--- src/rtl/tlb_fifo_replacement_core_macros.svh ---
// Assertion macros for the translation buffer core.
`ifndef TLB_FIFO_REPLACEMENT_CORE_MACROS_SVH
`define TLB_FIFO_REPLACEMENT_CORE_MACROS_SVH

// Same-cycle implication, disabled during reset.
`define TLBF_ASSERT_NOW(label, clk, rst_n, ante, cons) \
    label: assert property (@(posedge clk) disable iff (!(rst_n)) (ante) |-> (cons)) \
        else $error("tlbf assertion failed");

// Next-cycle implication, disabled during reset.
`define TLBF_ASSERT_NEXT(label, clk, rst_n, ante, cons) \
    label: assert property (@(posedge clk) disable iff (!(rst_n)) (ante) |=> (cons)) \
        else $error("tlbf assertion failed");

`endif

--- src/rtl/tlbf_pkg.sv ---
// Shared types and constants for the translation buffer core.
`default_nettype none
package tlbf_pkg;

    localparam int PAGE_BITS  = 8;
    localparam int FRAME_BITS = 8;
    localparam int COUNT_BITS = 5;
    localparam int HIT_BITS   = 32;

    localparam logic [1:0] OP_LOOKUP = 2'd0;
    localparam logic [1:0] OP_ADD    = 2'd1;
    localparam logic [1:0] OP_REMOVE = 2'd2;

    typedef struct packed {
        logic [1:0]            opcode;
        logic [PAGE_BITS-1:0]  page_number;
        logic [FRAME_BITS-1:0] frame_number;
    } t_tlb_in;

    typedef struct packed {
        logic                  hit;
        logic [FRAME_BITS-1:0] frame_out;
        logic                  evicted;
        logic [PAGE_BITS-1:0]  evicted_page;
        logic [COUNT_BITS-1:0] entry_count;
        logic [HIT_BITS-1:0]   hit_total;
    } t_tlb_out;

    typedef struct packed {
        logic capture;
        logic match;
        logic commit;
    } t_dp_cmd;

endpackage
`default_nettype wire

--- src/rtl/tlb_fifo_replacement_core.sv ---
// Top level of the fully associative translation buffer with FIFO replacement.
// Input channel: i_in_valid / o_in_stall carry one request beat (opcode, page,
// frame). Opcodes: lookup, add, remove; the unused code only reports state.
// Output channel: o_out_valid / i_out_stall carry one result beat per request.
// Each request passes the parallel compare of all entries in the match state and
// then the commit that updates entries, age order and counters.
// The next request is taken in the commit cycle, so a held result does not
// block intake; while the receiver stalls with a result pending, the commit of
// the following request waits and the input stalls.
// Reset clears all valid flags, the entry count and the hit counter; no
// clearing pass is needed, so requests are taken right after reset.
`default_nettype none
`include "tlb_fifo_replacement_core_macros.svh"
module tlb_fifo_replacement_core #(
    parameter int ENTRIES = 16
) (
    input  wire logic               i_clk,
    input  wire logic               i_rst_n,
    input  wire logic               i_in_valid,
    output logic                    o_in_stall,
    input  wire tlbf_pkg::t_tlb_in  i_in_data,
    output logic                    o_out_valid,
    input  wire logic               i_out_stall,
    output tlbf_pkg::t_tlb_out      o_out_data
);
    import tlbf_pkg::*;

    t_dp_cmd cmd;

    tlbf_ctrl u_ctrl (
        .i_clk       (i_clk),
        .i_rst_n     (i_rst_n),
        .i_in_valid  (i_in_valid),
        .i_out_stall (i_out_stall),
        .o_cmd       (cmd),
        .o_in_stall  (o_in_stall),
        .o_out_valid (o_out_valid)
    );

    tlbf_dp #(
        .ENTRIES (ENTRIES)
    ) u_dp (
        .i_clk   (i_clk),
        .i_rst_n (i_rst_n),
        .i_cmd   (cmd),
        .i_req   (i_in_data),
        .o_res   (o_out_data)
    );

    `TLBF_ASSERT_NEXT(a_no_back_to_back, i_clk, i_rst_n, i_in_valid && !o_in_stall, o_in_stall)
    `TLBF_ASSERT_NOW(a_evict_when_full, i_clk, i_rst_n, o_out_valid && o_out_data.evicted, !o_out_data.hit && (int'(o_out_data.entry_count) == ENTRIES))
    `TLBF_ASSERT_NOW(a_count_bound, i_clk, i_rst_n, o_out_valid, int'(o_out_data.entry_count) <= ENTRIES)
endmodule
`default_nettype wire

--- src/rtl/tlbf_ctrl.sv ---
// Control state machine: sequences capture, match and commit of each beat.
`default_nettype none
module tlbf_ctrl (
    input  wire logic             i_clk,
    input  wire logic             i_rst_n,
    input  wire logic             i_in_valid,
    input  wire logic             i_out_stall,
    output tlbf_pkg::t_dp_cmd     o_cmd,
    output logic                  o_in_stall,
    output logic                  o_out_valid
);
    import tlbf_pkg::*;

    typedef enum logic [1:0] {
        ST_IDLE,
        ST_MATCH,
        ST_EXEC
    } t_state;

    t_state r_state;
    logic   r_out_valid;
    logic   commit;
    logic   capture;

    always_comb begin
        commit       = (r_state == ST_EXEC) && (!r_out_valid || !i_out_stall);
        o_in_stall   = !((r_state == ST_IDLE) || commit);
        capture      = i_in_valid && !o_in_stall;
        o_cmd.capture = capture;
        o_cmd.match   = (r_state == ST_MATCH);
        o_cmd.commit  = commit;
        o_out_valid   = r_out_valid;
    end

    always_ff @(posedge i_clk) begin
        if (!i_rst_n) begin
            r_state     <= ST_IDLE;
            r_out_valid <= 1'b0;
        end else begin
            case (r_state)
                ST_IDLE: begin
                    if (capture) begin
                        r_state <= ST_MATCH;
                    end
                end
                ST_MATCH: begin
                    r_state <= ST_EXEC;
                end
                ST_EXEC: begin
                    if (commit) begin
                        r_state <= capture ? ST_MATCH : ST_IDLE;
                    end
                end
                default: begin
                    r_state <= ST_IDLE;
                end
            endcase
            if (commit) begin
                r_out_valid <= 1'b1;
            end else if (!i_out_stall) begin
                r_out_valid <= 1'b0;
            end
        end
    end
endmodule
`default_nettype wire

--- src/rtl/tlbf_dp.sv ---
// Datapath: entry store, parallel match, age order and result register.
`default_nettype none
module tlbf_dp #(
    parameter int ENTRIES = 16
) (
    input  wire logic              i_clk,
    input  wire logic              i_rst_n,
    input  wire tlbf_pkg::t_dp_cmd i_cmd,
    input  wire tlbf_pkg::t_tlb_in i_req,
    output tlbf_pkg::t_tlb_out     o_res
);
    import tlbf_pkg::*;

    localparam int IW = (ENTRIES > 1) ? $clog2(ENTRIES) : 1;
    localparam int CW = $clog2(ENTRIES + 1);

    logic [PAGE_BITS-1:0]  r_page_arr  [ENTRIES];
    logic [FRAME_BITS-1:0] r_frame_arr [ENTRIES];
    logic [IW-1:0]         r_age       [ENTRIES];
    logic [ENTRIES-1:0]    r_valid;
    logic [CW-1:0]         r_count;
    logic [HIT_BITS-1:0]   r_hits;
    t_tlb_in               r_req;
    t_tlb_out              r_out;

    logic                  r_lk_found;
    logic [IW-1:0]         r_lk_idx;
    logic                  r_rm_found;
    logic [IW-1:0]         r_rm_idx;
    logic [IW-1:0]         r_free_idx;

    // match stage
    logic                  lk_found;
    logic [IW-1:0]         lk_idx;
    logic                  rm_found;
    logic [IW-1:0]         rm_idx;
    logic [IW-1:0]         free_idx;

    always_comb begin
        lk_found = 1'b0;
        lk_idx   = '0;
        rm_found = 1'b0;
        rm_idx   = '0;
        free_idx = '0;
        for (int i = ENTRIES - 1; i >= 0; i--) begin
            if (r_valid[i] && (r_page_arr[i] == r_req.page_number)) begin
                lk_found = 1'b1;
                lk_idx   = IW'(i);
                if (r_frame_arr[i] == r_req.frame_number) begin
                    rm_found = 1'b1;
                    rm_idx   = IW'(i);
                end
            end
            if (!r_valid[i]) begin
                free_idx = IW'(i);
            end
        end
    end

    // commit stage
    logic                  full;
    logic                  is_lookup;
    logic                  is_add;
    logic                  is_remove;
    logic [IW-1:0]         evict_slot;
    logic [IW-1:0]         wr_slot;
    logic [ENTRIES-1:0]    shift_vec;
    logic                  seen;
    logic [CW-1:0]         n_count;
    logic [HIT_BITS-1:0]   n_hits;
    t_tlb_out              n_out;

    always_comb begin
        full       = (r_count == CW'(ENTRIES));
        is_lookup  = (r_req.opcode == OP_LOOKUP);
        is_add     = (r_req.opcode == OP_ADD);
        is_remove  = (r_req.opcode == OP_REMOVE);
        evict_slot = r_age[0];
        wr_slot    = full ? evict_slot : r_free_idx;
        seen       = 1'b0;
        for (int k = 0; k < ENTRIES; k++) begin
            if ((r_age[k] == r_rm_idx) && (CW'(k) < r_count)) begin
                seen = 1'b1;
            end
            shift_vec[k] = seen && ((CW'(k) + CW'(1)) < r_count);
        end
        n_count = r_count;
        n_hits  = r_hits;
        if (is_lookup && r_lk_found) begin
            n_hits = r_hits + HIT_BITS'(1);
        end
        if (is_add && !full) begin
            n_count = r_count + CW'(1);
        end
        if (is_remove && r_rm_found) begin
            n_count = r_count - CW'(1);
        end
        n_out.hit          = (is_lookup && r_lk_found) || (is_remove && r_rm_found);
        n_out.frame_out    = (is_lookup && r_lk_found) ? r_frame_arr[r_lk_idx] : '0;
        n_out.evicted      = is_add && full;
        n_out.evicted_page = (is_add && full) ? r_page_arr[evict_slot] : '0;
        n_out.entry_count  = COUNT_BITS'(n_count);
        n_out.hit_total    = n_hits;
    end

    always_ff @(posedge i_clk) begin
        if (i_cmd.capture) begin
            r_req <= i_req;
        end
        if (i_cmd.match) begin
            r_lk_found <= lk_found;
            r_lk_idx   <= lk_idx;
            r_rm_found <= rm_found;
            r_rm_idx   <= rm_idx;
            r_free_idx <= free_idx;
        end
        if (i_cmd.commit) begin
            r_out <= n_out;
            if (is_add) begin
                r_page_arr[wr_slot]  <= r_req.page_number;
                r_frame_arr[wr_slot] <= r_req.frame_number;
            end
            for (int k = 0; k < ENTRIES; k++) begin
                if (is_add && !full && (CW'(k) == r_count)) begin
                    r_age[k] <= r_free_idx;
                end
                if (is_add && full) begin
                    r_age[k] <= (k == ENTRIES - 1) ? evict_slot
                                                   : r_age[(k + 1) % ENTRIES];
                end
                if (is_remove && r_rm_found && shift_vec[k]) begin
                    r_age[k] <= r_age[(k + 1) % ENTRIES];
                end
            end
        end
    end

    always_ff @(posedge i_clk) begin
        if (!i_rst_n) begin
            r_valid <= '0;
            r_count <= '0;
            r_hits  <= '0;
        end else if (i_cmd.commit) begin
            r_count <= n_count;
            r_hits  <= n_hits;
            if (is_add) begin
                r_valid[wr_slot] <= 1'b1;
            end
            if (is_remove && r_rm_found) begin
                r_valid[r_rm_idx] <= 1'b0;
            end
        end
    end

    assign o_res = r_out;
endmodule
`default_nettype wire

--- config.mk ---
export PLATFORM = sky130hd
export DESIGN_NAME = tlb_fifo_replacement_core
export DESIGN_NICKNAME = d
export VERILOG_FILES = /design/src/rtl/tlbf_pkg.sv /design/src/rtl/tlb_fifo_replacement_core.sv /design/src/rtl/tlbf_ctrl.sv /design/src/rtl/tlbf_dp.sv
export VERILOG_INCLUDE_DIRS = /design/src /design/src/rtl
export SDC_FILE = /design/constraint.sdc
export NUM_CORES = 1
export LEC_CHECK = 0
export BUFFER_PORTS_ARGS = -buffer_cell sky130_fd_sc_hd__buf_2
export CAP_MARGIN = 20
export CORE_MARGIN = 2
export CORE_UTILIZATION = 40
export DETAILED_ROUTE_END_ITERATION = 6
export GPL_TIMING_DRIVEN = 0
export PLACE_DENSITY = 0.63
export SKIP_CTS_REPAIR_TIMING = 1
export SYNTH_ARGS = -nofsm -noshare
export SYNTH_HDL_FRONTEND = slang
export SYNTH_SLANG_ARGS = --single-unit
export TNS_END_PERCENT = 100
--- constraint.sdc ---
create_clock -name i_clk -period 4.7 [get_ports i_clk]
set_clock_uncertainty 0.05 [all_clocks]
set_input_delay 0.47 -clock i_clk [delete_from_list [all_inputs] [get_ports i_clk]]
set_output_delay 0.47 -clock i_clk [all_outputs]
set_load 0.03 [all_outputs]
### Yosys cells after proc, flatten, opt, wreduce, memory -nomap -nowiden

Memories as Yosys holds them, arrays and structs flattened. A register that Yosys moved wholly into a read port is not among the register bits.
Index checks and enable logic that the tools add are counted.
W data, S select, Z words.

| cells by class | value |
|---|---|
| add/subtract/negate cells | 3 |
| magnitude comparators | 21 |
| equal/unequal tests | 71 |
| muxes and demuxes | 263 |
| bitwise operators | 35 |
| reductions and logical operators | 108 |

Operators by type and width:

| cell | count |
|---|---|
| $mux W4 | 81 |
| $eq A8 B8 Y1 | 32 |
| $mux W1 | 158 |
| $logic_and A1 B1 Y1 | 88 |
| $eq A4 B4 Y1 | 16 |
| $mux W16 | 4 |
| $eq A4 B5 Y1 const A | 8 |
| $lt A4 B5 Y1 const A | 8 |
| $add A32 B1 Y32 const B | 1 |
| $mux W32 | 1 |
| $or A1 B1 Y1 | 32 |
| $mux W3 | 8 |
| $eq A3 B5 Y1 const A | 4 |
| $lt A3 B5 Y1 const A | 4 |
| $and A16 B16 Y16 | 1 |
| $not A16 Y16 | 1 |
| $or A16 B16 Y16 | 1 |
| $reduce_or A15 Y1 | 1 |
| $mux W2 | 6 |
| $eq A2 B5 Y1 const A | 2 |
| $lt A1 B5 Y1 const A | 2 |
| $lt A2 B5 Y1 const A | 2 |
| $lt A4 B5 Y1 const B | 2 |
| $mux W5 | 2 |
| 21 further kinds | 36 |

| storage, ports and cells | value |
|---|---|
| register bits after elaboration | 127 |
| memory bits (writable) | 320 |
| input port bits | 22 |
| memories kept | 3 |

Memory list:

| memory | words | width | read ports | clocked after Yosys merged registers in | write ports | RTL line | text |
|---|---|---|---|---|---|---|---|
| u_dp.r_frame_arr | 16 | 8 | 17 | 1 | 1 | tlbf_dp.sv:18 | `logic [FRAME_BITS-1:0] r_frame_arr [ENTRIES];` |
| u_dp.r_page_arr | 16 | 8 | 17 | 1 | 1 | tlbf_dp.sv:17 | `logic [PAGE_BITS-1:0] r_page_arr [ENTRIES];` |
| u_dp.r_age | 16 | 4 | 16 | 0 | 16 | tlbf_dp.sv:19 | `logic [IW-1:0] r_age [ENTRIES];` |

### Logic depth before layout (Yosys ltp)

An unclocked memory read counts as a cell.

| logic depth | value |
|---|---|
| depth in word-level cells | 34 |
| gate-level depth with buffers | 11 |

### Cells and area by module

From an unflattened synthesis, not the netlist that was laid out.

| unflattened totals | value |
|---|---|
| cell total of the unflattened synthesis | 1681 |
| area, all modules | 23264.8 µm² |

Modules (own cells, without submodules):

| module | instances | cells each | area an instance (µm²) | seq. area each (µm²) |
|---|---|---|---|---|
| tlbf_dp | 1 | 1665 | 23112.2 | 13282.7 |
| tlbf_ctrl | 1 | 16 | 152.6 | 60.1 |

### Worst setup path before layout

No wires, ideal clock.

| timing path | value |
|---|---|
| kind | input port to flip-flop |
| start | input port i_out_stall |
| end | memory u_dp.r_age[0][28] in the netlist's numbering (enable) |
| setup time | 362 ps |
| arrival time | 3215 ps |
| path slack | 1074 ps |
| stages on the path | 7 |
| path buffers | 2 |
| cell sequence | nand2_1 nand2b_1 inv_1 clkbuf_1 clkbuf_1 nand2_1 o21ai_0 |

RTL lines:

| element | RTL line | text |
|---|---|---|
| start, declared | tlb_fifo_replacement_core.sv:23 | `input wire logic i_out_stall,` |
| end, declared | tlbf_dp.sv:19 |  |

### Final worst setup path

| timing path | value |
|---|---|
| start | register u_dp.r_req[15] in the netlist's numbering |
| end | register u_dp.r_rm_idx[0] (data pin) |

| between the ends | value |
|---|---|
| cells in the longest elaborated chain, start to end | 33 |
| elaborated cells on any way between the ends | 63 |

Ends and longest elaborated chain:

| element | RTL line | text |
|---|---|---|
| start, declared | tlbf_dp.sv:23 | `t_tlb_in r_req;` |
| start signal, assigned | tlbf_dp.sv:108 | `r_req <= i_req;` |
| $eq A8 B8 Y1 | tlbf_dp.sv:46 | `if (r_valid[i] && (r_page_arr[i] == r_req.page_number)) begin` |
| $logic_and A1 B1 Y1 | tlbf_dp.sv:46 |  |
| $mux W4 | tlbf_dp.sv:46 |  |
| $mux W4 | tlbf_dp.sv:49 | `if (r_frame_arr[i] == r_req.frame_number) begin` |
| $mux W4 | tlbf_dp.sv:46 |  |
| $mux W4 | tlbf_dp.sv:49 |  |
| $mux W4 | tlbf_dp.sv:46 |  |
| $mux W4 | tlbf_dp.sv:49 |  |
| [18 not listed] | n/a |  |
| $mux W4 | tlbf_dp.sv:46 |  |
| $mux W4 | tlbf_dp.sv:49 |  |
| $mux W4 | tlbf_dp.sv:46 |  |
| $mux W4 | tlbf_dp.sv:49 |  |
| $mux W4 | tlbf_dp.sv:46 |  |
| $mux W4 | tlbf_dp.sv:49 |  |
| $mux W4 * | tlbf_dp.sv:46 |  |
| via u_dp.rm_idx[0] | tlbf_dp.sv:36 | `logic [IW-1:0] rm_idx;` |
| end signal, assigned | tlbf_dp.sv:114 | `r_rm_idx <= rm_idx;` |
| end, declared | tlbf_dp.sv:29 | `logic [IW-1:0] r_rm_idx;` |

Mark *: on every way through the listed nets, which the timed path passes. The rest lies on a longest branch.
A chain may end at the register's enable or synchronous reset.

==> reports/results.ini <==
[cts]
cts_tree=built
cts_htree_levels=2
path_clk_slew_ps=60
clkLatencyLatePin_ps=600
clock_sinks=463
cts_buffers=50
max-clock-path-buffers=3
cts_root_buf=clkbuf_16

[drt]
wl_per_cell_um=22.53
firstDrtPassIters=5
drtAntennaViolNets=0
routed_wl_um=59970
vias_per_cell=5.521
num_vias=14690
drtIter0Drc=1257
drc=0

[timing]
fin_crit_sh=0.8672
maxSlewHeadroom=0.2792
rsz0062_at_grt=false
tightest_slew_ps=1081
timing.fmax_mhz=245.4
period_needed_ps=4076
maxSlewViolCount=0
finalSetupViolations=0
hold_viol_final=0
fin_ws_ps=624.3

[setup_path]
crit_arrival_ps=4340
cpPeakStageDelay_ps=820
required_ps=4970
timing.reg2reg.setup_slack_ps=620
ff2ff_path_depth=8
worstSetupPathType=reg2reg
slowest_stage=a2111oi_0
timing.critical_path.from=u_dp.r_req[15]$_DFFE_PP_
critPathMaxFanout=17
worstPathCellList=clkbuf_1 > buf_2 > xor2_1 > nor3_1 > nand4_1 > or3_1 > a2111oi_0 > o41ai_1
rr_endpoint=u_dp.r_rm_idx[0]$_DFFE_PN_
timing.rr.start=u_dp.r_req[15]$_DFFE_PP_
cp-start-kind=flip-flop
end_kind=flip-flop

[synthesis]
synth_edf_count=407
syn-cell-area_um2=23180
yosys.area.top_type_share=0.5273
synthTopCellsByArea=edfxtp_1 (53%), xnor2_1 (8.8%), mux4_2 (7.8%)
synthCells=1699
synthArstFlopShare=0
syn_area_per_cell_um2=13.64
yosysWarnings=0
synth-main-ff-cell=edfxtp_1
synthesis.nets=1727
ys_seq_area_frac=0.5757
synth_top_cell_by_area=edfxtp_1
ys_types=64
ys_ff_latch=463

[finish]
n_antenna_cell=0
drive_gt1_frac=0.2078
final_cells=2661
nets=1887
multi_input_area_um2=9374
final_util=0.4625
area_delta_synth_final_pct=14.69
fillers=5102
final-seq-area_um2=13340

[floorplanning]
dieArea_um2=59890
start_util=0.4033
ioPinCount=79
num_rows=88
die_h_um=244.7
die_x_um=244.7
core_um2=57480

[pwr]
power.density_nw_per_um2=326.5
p_total_mw=8.680
peakVddDrop_v=0.0002424
leakagePower_nw=8.866

[grt]
first_global_vias=15100
grtUsageTotal=0.1998
antenna_found_initial=0
grt_max_degree=65
grt-ovfl-total=0
grt_pass1_wl_um=90320

[hold_path]
whs_path_depth=1
hold_class=in2reg
holdCritStartpoint=i_in_data[7]
min_to=u_dp.r_req[7]$_DFFE_PP_

[placement]
post-place-ws_ps=671.5
finalWeightedCongestion=0.9056
hpwl_um=45070
port_buffers=77
dp.cells=2558

[job]
maxCapViolCount=0

[run_status]
status=finished, final reports clean

## power by group
part | total [mW] | internal [mW] | leakage (nW) | switching [mW]
logic | 0.426 | 0.168 | 3.91 | 0.257
clock network | 3.72 | 2.12 | 0.755 | 1.60
registers | 4.54 | 4.49 | 4.20 | 0.0471
total | 8.68 | 6.78 | 8.87 | 1.90
## logic make-up (layout without fill, tap and decap cells)
family	after synthesis	count (layout)	synth area share
adders and majority gates	6	6	0.003239
xor gates and xnor gates	383	383	0.1447
and+or+nand+nor	451	451	0.1035
muxes	144	144	0.1088
DFF	463	463	0.5757
buffers and inverters	118	315	0.02175
AOI/OAI and AO/OA	134	134	0.04227
## metal layers
layer  GRT usage  routed length [um]  up-vias
met2      0.3331               28930      504
li1            -                   -     6669
met5           0                   0        -
met3     0.03051                3672      135
met1      0.2646               25350     7383
met4     0.07281                2021        0
## per-stage QoR
| step | hold slack, ps | TNS [ps] | instance area (um2) |
|---|---|---|---|
| after detailed placement | 468.9 | 0 | 24910 |
| after floorplan | 423.9 | 0 | 23180 |
| final | 13.57 | 0 | 26580 |
| after global routing | 4.399 | 0 | 26580 |
| after global placement | 436.1 | -3891 | 24520 |
| after CTS | -27.96 | 0 | 26440 |
## synthesized netlist by cell type, types with 3 or more instances
master,count
edfxtp_1,407
xnor2_1,234
xor2_1,149
nand2_1,82
mux4_2,80
nor2_1,75
clkbuf_1,64
mux2_2,64
dfxtp_1,56
nand4_1,54
nand3_1,47
and2_1,42
nor3_1,33
nor4_1,30
o21ai_0,30
buf_2,25
and3_1,23
or3_1,20
a21oi_1,16
o221a_2,16
a21boi_0,14
a31oi_1,14
inv_1,14
buf_1,9
nand2b_1,9
nor3b_1,8
o31ai_1,7
or2_2,7
ha_1,6
nor2b_1,6
o31a_1,5
a31o_2,4
buf_4,4
a22oi_1,3
## placed cells by master, fill, tap and decap left out, types with 30 or more instances in the layout
master | synthesis | final
clkbuf_16 | 0 | 52
nor3_1 | 33 | 33
dfxtp_1 | 56 | 56
o21ai_0 | 30 | 30
nor4_1 | 30 | 30
nand2_1 | 82 | 82
and2_1 | 42 | 42
xnor2_1 | 234 | 234
mux2_2 | 64 | 64
buf_2 | 25 | 102
nand3_1 | 47 | 47
edfxtp_1 | 407 | 407
nand4_1 | 54 | 54
xor2_1 | 149 | 149
clkbuf_1 | 64 | 78
nor2_1 | 75 | 59
mux4_2 | 80 | 80
## state kept, by name, indices dropped and copies added, names as in the netlist
register,cells
u_dp.r_rm_found,1
u_dp.r_valid,16
u_dp.r_frame_arr,128
u_ctrl.o_out_valid,1
u_dp.r_age,64
u_dp.r_lk_found,1
u_dp.r_lk_idx,4
u_dp.r_free_idx,4
u_dp.r_page_arr,128
u_dp.r_hits,32
u_dp.o_res,55
u_ctrl.r_state,2
u_dp.r_count,5
u_dp.r_rm_idx,4
u_dp.r_req,18
## worst max-delay path: cells and delay by family, from the launching register on
family          cells  cell delay [ps]
buf+inv             2              850
simple gates        3             1090
compound gates      2              980
xor+xnor            1              120
flops               1              700
## layout make-up
type / count / share of cell area
plain buffers: 104 / 0.01713
clock buffers: 73 / 0.05417
clock inverters: 16 / 0.003483
inverters: 14 / 0.001977
multi-input cells: 1118 / 0.3526
flip-flops and latches: 463 / 0.5019
well taps: 765 / 0.03601
repair buffers: 108 / 0.03271
## worst max-delay path by stage
stage	endpoint	slack, ps	cells past startpoint
after global routing	u_dp.r_rm_idx[0]$_DFFE_PN_	230	8
after global placement	u_dp.r_age[0][28]$_DFFE_PP_	-550	8
after CTS	u_dp.r_rm_idx[0]$_DFFE_PN_	690	8
final	u_dp.r_rm_idx[0]$_DFFE_PN_	620	8
after detailed placement	u_dp.r_rm_idx[0]$_DFFE_PN_	670	8
after floorplan	u_dp.r_age[0][28]$_DFFE_PP_	1070	7
No activity file was read; power rests on OpenSTA's default activity.
